### config.mk
export PLATFORM = sky130hd
export DESIGN_NAME = jfs_cell
export DESIGN_NICKNAME = d
export VERILOG_FILES = /design/src/jfs_pkg.sv /design/src/jfs_cell.sv
export SDC_FILE = /design/constraint.sdc
export NUM_CORES = 1
export LEC_CHECK = 0
export BUFFER_PORTS_ARGS = -buffer_cell sky130_fd_sc_hd__buf_2
export CORE_MARGIN = 2
export CORE_UTILIZATION = 28
export CTS_CLUSTER_DIAMETER = 80
export DETAILED_ROUTE_END_ITERATION = 8
export GPL_TIMING_DRIVEN = 0
export HOLD_SLACK_MARGIN = 0.06
export PLACE_DENSITY = 0.55
export SYNTH_ARGS = -nofsm -noshare
export SYNTH_HDL_FRONTEND = slang
export SYNTH_SLANG_ARGS = --single-unit
### constraint.sdc
create_clock -name clk -period 4.47 [get_ports clk]
set_input_delay 0.894 -clock clk [delete_from_list [all_inputs] [get_ports clk]]
set_output_delay 0.894 -clock clk [all_outputs]
set_load 0.1 [all_outputs]
### src/jfs_pkg.sv
// jfs_pkg: word types, control struct and fixed field widths for the
// Johnson's-rule flow-shop sequencer. No dependencies.
package jfs_pkg;

    localparam int ID_W        = 6;
    localparam int IN_TIME_W   = 16;
    localparam int FIRST_OUT_W = 22;
    localparam int SECOND_OUT_W = 23;

    typedef struct packed {
        logic [ID_W-1:0]      job_id;
        logic [IN_TIME_W-1:0] time_first;
        logic [IN_TIME_W-1:0] time_second;
        logic                 last_job;
    } job_t;

    typedef struct packed {
        logic [ID_W-1:0]         sched_job_id;
        logic [FIRST_OUT_W-1:0]  first_done_time;
        logic [SECOND_OUT_W-1:0] second_done_time;
        logic                    last_result;
        logic                    overflowed;
    } result_t;

    // chain control broadcast to every cell
    typedef struct packed {
        logic insert;
        logic shift;
    } ctl_t;

endpackage

### src/jfs_cell.sv
// jfs_cell: one slot of the sorted insertion chain.
// Depends on jfs_pkg (ctl_t, ID_W).
module jfs_cell #(
    parameter int TIME_BITS = 16
) (
    input  logic                     clk,
    input  logic                     rst_n,
    input  jfs_pkg::ctl_t            ctl,
    input  logic [jfs_pkg::ID_W-1:0] new_id,
    input  logic [TIME_BITS-1:0]     new_t1,
    input  logic [TIME_BITS-1:0]     new_t2,
    input  logic                     prev_valid,
    input  logic [jfs_pkg::ID_W-1:0] prev_id,
    input  logic [TIME_BITS-1:0]     prev_t1,
    input  logic [TIME_BITS-1:0]     prev_t2,
    input  logic                     prev_before,
    input  logic                     next_valid,
    input  logic [jfs_pkg::ID_W-1:0] next_id,
    input  logic [TIME_BITS-1:0]     next_t1,
    input  logic [TIME_BITS-1:0]     next_t2,
    output logic                     valid,
    output logic [jfs_pkg::ID_W-1:0] id,
    output logic [TIME_BITS-1:0]     t1,
    output logic [TIME_BITS-1:0]     t2,
    output logic                     ahead
);
    import jfs_pkg::*;

    logic                 valid_reg, valid_next;
    logic [ID_W-1:0]      id_reg, id_next;
    logic [TIME_BITS-1:0] t1_reg, t1_next;
    logic [TIME_BITS-1:0] t2_reg, t2_next;
    logic                 new_a, my_a, goes_first;

    // strict Johnson order: ties leave the new word behind the stored one
    always_comb
    begin
        new_a = (new_t1 <= new_t2);
        my_a  = (t1_reg <= t2_reg);
        if (new_a != my_a)
        begin
            goes_first = new_a;
        end
        else if (new_a)
        begin
            goes_first = (new_t1 < t1_reg);
        end
        else
        begin
            goes_first = (new_t2 > t2_reg);
        end
    end

    assign ahead = !valid_reg || goes_first;

    always_comb
    begin
        valid_next = valid_reg;
        id_next    = id_reg;
        t1_next    = t1_reg;
        t2_next    = t2_reg;
        if (ctl.shift)
        begin
            valid_next = next_valid;
            id_next    = next_id;
            t1_next    = next_t1;
            t2_next    = next_t2;
        end
        else if (ctl.insert && ahead)
        begin
            if (prev_before)
            begin
                valid_next = prev_valid;
                id_next    = prev_id;
                t1_next    = prev_t1;
                t2_next    = prev_t2;
            end
            else
            begin
                valid_next = 1'b1;
                id_next    = new_id;
                t1_next    = new_t1;
                t2_next    = new_t2;
            end
        end
    end

    always_ff @(posedge clk or negedge rst_n)
    begin
        if (!rst_n)
        begin
            valid_reg <= 1'b0;
        end
        else
        begin
            valid_reg <= valid_next;
        end
    end

    always_ff @(posedge clk)
    begin
        id_reg <= id_next;
        t1_reg <= t1_next;
        t2_reg <= t2_next;
    end

    assign valid = valid_reg;
    assign id    = id_reg;
    assign t1    = t1_reg;
    assign t2    = t2_reg;

endmodule

* Word level (Yosys, flattened, before mapping) *
Cells that the tools add are included.

word-level totals
  bits in registers = 39
  word-level logic and storage cells = 27

cells by class
  reductions and logical operators = 4
  equality and inequality tests = 1
  order comparisons = 4
  muxes and demuxes = 14

operators by type and width
  kind                            number
  16-bit 2-to-1 mux               6
  16-bit <= comparator            2
  6-bit 2-to-1 mux                3
  16-bit greater-than comparator  1
  16-bit < comparator             1
  1-bit 2-to-1 mux                5
  2-bit nonzero test              1
  1-bit logical AND               1
  1-bit logical NOT               1
  1-bit logical OR                1
  1-bit inequality test           1

* Logic depth before layout (Yosys ltp) *
  depth in word-level cells = 7
  depth in mapped cells = 9
  gate-level depth less buffers = 9

* Worst setup path after synthesis *
No wires, ideal clock.

  path type = register -> register
  start = register t2_reg[14] (netlist: t2[14])
  end = register id_reg[0] (netlist: id[0]), enable pin
  setup time = 0.457 ns
  slack = -0.306 ns
  arrival time = 4.319 ns
  stages on the path, launching flop included = 9
  cell sequence = edfxtp_1 inv_1 ha_1 nand4_1 or3_1 inv_1 a21oi_1 o22a_4 a31oi_1

on the way
  longest elaborated chain between the ends = 6
  elaborated cells between the ends (all ways) = 8
  those cells by class = 2 x order compare; 1 x eq/ne; 2 x mux; 3 x reduce/logical

ends and longest elaborated chain
  element                                                                 RTL line                        text
  start: declaration                                                      jfs_cell.sv:32                  logic [TIME_BITS-1:0] t2_reg, t2_next;
  start signal: assignment                                                jfs_cell.sv:104                 t2_reg <= t2_next;
  16-bit greater-than comparator or 16-bit <= comparator (tied branches)  jfs_cell.sv:50, jfs_cell.sv:39
  1-bit 2-to-1 mux or 1-bit inequality test (tied branches)               jfs_cell.sv:44, jfs_cell.sv:40
  1-bit 2-to-1 mux (*)                                                    jfs_cell.sv:40                  if (new_a != my_a)
  1-bit logical OR (*)                                                    jfs_cell.sv:54                  assign ahead = !valid_reg || goes_first;
  1-bit logical AND (*)                                                   jfs_cell.sv:69                  else if (ctl.insert && ahead)
  2-bit nonzero test (no source line) (*)                                 --
  end signal: assignment                                                  jfs_cell.sv:102                 id_reg <= id_next;
  end: declaration                                                        jfs_cell.sv:30                  logic [ID_W-1:0] id_reg, id_next;

Mark *: on every way between the ends. The rest lies on a longest branch, timed or not.
A chain may end at the register's enable or synchronous reset.

* Worst setup path in the final report *
  start = input new_t2[9]
  end = output ahead

on the way
  longest elaborated chain between the ends = 4
  elaborated cells between the ends (all ways) = 6
  those cells by class = 2 x order compare; 1 x eq/ne; 2 x mux; 1 x reduce/logical

ends and longest elaborated chain
  element                                                                 RTL line                        text
  start: declaration                                                      jfs_cell.sv:11                  input logic [TIME_BITS-1:0] new_t2,
  16-bit greater-than comparator or 16-bit <= comparator (tied branches)  jfs_cell.sv:50, jfs_cell.sv:38
  1-bit 2-to-1 mux or 1-bit inequality test (tied branches)               jfs_cell.sv:44, jfs_cell.sv:40
  1-bit 2-to-1 mux (*)                                                    jfs_cell.sv:40
  1-bit logical OR (*)                                                    jfs_cell.sv:54
  end: declaration                                                        jfs_cell.sv:25                  output logic ahead

Marks and branches as above.

==> flow_metrics.env <==
export IMPL_swShare=0.479
export IMPL_grt_antenna_before_repair=0
export IMPL_synthAdderAreaFrac=0.222
export IMPL_cts_buffer_depth=2
export IMPL_synth_simple_area_share=0.111
export IMPL_synth_seq_area_share=0.329
export IMPL_die_area_um2=13600
export IMPL_grt_pass1_wl_um=17100
export IMPL_place_gp_congestion=0.802
export IMPL_nets=733
export IMPL_post_cts_setup_buffer_count=0
export IMPL_clock_latency_ns=0.29
export IMPL_clock_fmax_mhz=250
export IMPL_start_util=0.284
export IMPL_critPathCapture="ahead"
export IMPL_p_switching_w=0.000831
export IMPL_cts_resized=0
export IMPL_cp_max_fo=3
export IMPL_final_setup_viol_count=0
export IMPL_hold_violations=0
export IMPL_synth_seq_cells=39
export IMPL_path_cells="buf_2 -> ha_1 -> a21o_1 -> a21o_1 -> a221o_1 -> a2111o_1 -> o21ai_2 -> o22a_4 -> nand2_1 -> buf_2"
export IMPL_synthMuxAreaShare=0.107
export IMPL_r2r_slack_ns=1.42
export IMPL_cp_arrival_ns=3.11
export IMPL_io_buffers=159
export IMPL_h_tree_depth=2
export IMPL_detailroute_via_count=3390
export IMPL_slew_violations=0
export IMPL_grt_pass1_vias=3440
export IMPL_netlist_area_um2=3550
export IMPL_routed_wl_um=11200
export IMPL_synth_avg_cell_area_um2=9.29
export IMPL_n_fill_cell=1353
export IMPL_crit_type="in2out"
export IMPL_finalNonFillerCells=722
export IMPL_area_delta_synth_final_pct=33.5
export IMPL_drt_iter0_drc=104
export IMPL_synth_top_family_by_area="adder cells"
export IMPL_cp_data_required_time_ns=3.58
export IMPL_viasPerCell=4.70
export IMPL_cts_hold_buf=0
export IMPL_design_area_um2=4740
export IMPL_fin_crit_ns=4.01
export IMPL_drive_gt1_frac=0.315
export IMPL_synthCells=382
export IMPL_p_leak_nw=2.49
export IMPL_max_cap_violations=0
export IMPL_ir_drop_mv=0.186
export IMPL_antenna_diode_count=0
export IMPL_clock_sinks=39
export IMPL_synth_compound_area_share=0.159
export IMPL_tns_ns=0
export IMPL_drc=0
export IMPL_grt_start_max_net_pins=21
export IMPL_power_frac_seq=0.293
export IMPL_dp_cells=714
export IMPL_intPower_w=0.000904
export IMPL_comb_power_share=0.505
export IMPL_skew_ns=0.00537
export IMPL_cts_buffers=5
export IMPL_die_y_um=117
export IMPL_r2r_start="t1[2]$_DFFE_PP_"
export IMPL_grt_setup_unrepaired="false"
export IMPL_yosysUniqueCellTypes=40
export IMPL_worstMarginPinSlew_ns=0.926
export IMPL_crit_path_end_kind="output pin"
export IMPL_dr_pass1_iters=4
export IMPL_ioPinCount=161
export IMPL_cts_root_buf="clkbuf_16"
export IMPL_fp_dieW_um=117
export IMPL_critPathLaunchType="primary input"
export IMPL_critPathMaxStageDelay_ns=0.44
export IMPL_clk_pin_slew_worst_paths_ns=0.06
export IMPL_final_util=0.379
export IMPL_cts_tree="built"
export IMPL_track_usage=0.167
export IMPL_syn_nets=566
export IMPL_hpwl_um=9430
export IMPL_r2r_cells=10
export IMPL_p_per_area_nw_per_um2=366
export IMPL_slew_headroom=0.383
export IMPL_p_clk_frac=0.203
export IMPL_slowest_stage="a2111o_1"
export IMPL_r2r_end="t2[10]$_DFFE_PP_"
export IMPL_critPathLaunch="new_t2[9]"
export IMPL_min_period_over_period=0.896
export IMPL_synth_xor_area_frac=0
export IMPL_yosysWarnings=0
export IMPL_wl_per_cell_um=15.6
export IMPL_ant_nets=0
export IMPL_hp_class="in2async"
export IMPL_status="finished, final reports clean"
export IMPL_place_area_um2=4600
export IMPL_rows=41
export IMPL_fp_coreArea_um2=12500
export IMPL_grt_overflow=0
export IMPL_p_total_w=0.00173
-- stage by stage --
| stage | hold WS, ns | setup slack (ns) |
|---|---|---|
| 2_1_floorplan | 0.598 | 0.374 |
| 3_3_place_gp | 0.670 | -0.440 |
| 3_5_place_dp | 0.670 | 0.465 |
| 4_1_cts | 0.358 | 0.461 |
| 5_1_grt | 0.361 | 0.385 |
| 6_report | 0.367 | 0.465 |
-- synth_stat cells, drive strengths merged --
cell | count | area, um2
a211o | 1 | 8.76
nor4 | 1 | 6.26
o21a | 2 | 15.0
buf | 4 | 18.8
nand3 | 6 | 30.0
or4 | 1 | 7.51
a2111o | 1 | 11.3
mux2i | 38 | 380
o21ai | 43 | 219
a211oi | 2 | 27.5
nor2 | 3 | 11.3
clkbuf | 9 | 33.8
a21boi | 1 | 7.51
inv | 54 | 203
or3 | 1 | 6.26
a31oi | 1 | 6.26
a221oi | 3 | 26.3
o31ai | 1 | 7.51
a221o | 1 | 10.0
nand2b | 1 | 6.26
nand4 | 9 | 56.3
nand2 | 50 | 188
nor2b | 4 | 25.0
and3 | 1 | 6.26
a21oi | 24 | 120
nand3b | 1 | 7.51
ha | 63 | 788
o211ai | 2 | 15.0
o22a | 1 | 17.5
a21o | 6 | 45.0
o31a | 1 | 8.76
and4 | 5 | 45.0
o221ai | 1 | 8.76
o211a | 1 | 10.0
dfrtp | 1 | 25.0
edfxtp | 38 | 1140
-- final cells by class --
| cell class | instances | area, um2 | share of cell area |
|---|---|---|---|
| clock buffers | 6 | 129 | 0.0272 |
| multi-input cells | 276 | 2140 | 0.452 |
| well taps | 172 | 215 | 0.0454 |
| clock inverters | 2 | 7.51 | 0.00158 |
| flip-flops and latches | 39 | 1170 | 0.246 |
| plain buffers | 13 | 52.6 | 0.0111 |
| repair buffers | 160 | 823 | 0.174 |
| inverters | 54 | 203 | 0.0428 |
-- critical path, delay by kind of cell --
family	cells	cell delay [ns]
simple gates	1	0.05
compound gates	6	1.44
fa+ha+maj	1	0.31
buf+inv	2	0.41
-- metal layers --
layer  wire, um  up-vias  track usage  part of all wire
met2       5360      104        0.292              0.48
met3        575        5       0.0291             0.051
met4         70        0       0.0337            0.0062
met5          0        -            0                 0
met1       5240     1561        0.217              0.47
li1           -     1720            -                 -
-- cell families (layout without fill, tap and decap cells) --
group | count (synthesis) | after routing
flip-flops | 39 | 39
adder cells (fa/ha/maj) | 63 | 63
buffers and inverters | 67 | 235
AND/OR/NAND/NOR | 83 | 83
multiplexers | 38 | 38
AO/OA/AOI/OAI | 92 | 92
-- placed cells by master, fill, tap and decap left out, types with 6 or more instances in the layout --
cell type and n:
clkbuf_1 10, ha_1 63, mux2i_1 38, a21oi_1 24
nand4_1 9, buf_2 162, inv_1 54, edfxtp_1 38
a21o_1 6, nand2_1 50, nand3_1 6, o21ai_0 42
-- how the worst min path moves through the flow --
stage	slack (ns)	from	cells after the start	to
global placement	0.67	rst_n	1	valid$_DFFE_PN0P_
floorplan	0.60	rst_n	0	valid$_DFFE_PN0P_
CTS	0.36	rst_n	1	valid$_DFFE_PN0P_
finish	0.37	rst_n	1	valid$_DFFE_PN0P_
detailed placement	0.67	rst_n	1	valid$_DFFE_PN0P_
global route	0.36	rst_n	1	valid$_DFFE_PN0P_
-- power by group through the flow --
stage	clock network, W	registers [W]	logic, W
final	0.000352	0.000507	0.000875
after global routing	0.000378	0.000514	0.000945
after CTS	0.000365	0.000509	0.000884
after detailed placement	0	0.000516	0.000880
after global placement	0	0.000520	0.000850
after floorplan	0	0.000878	0.000295
Note: power is estimated with default switching activity, not from simulation.
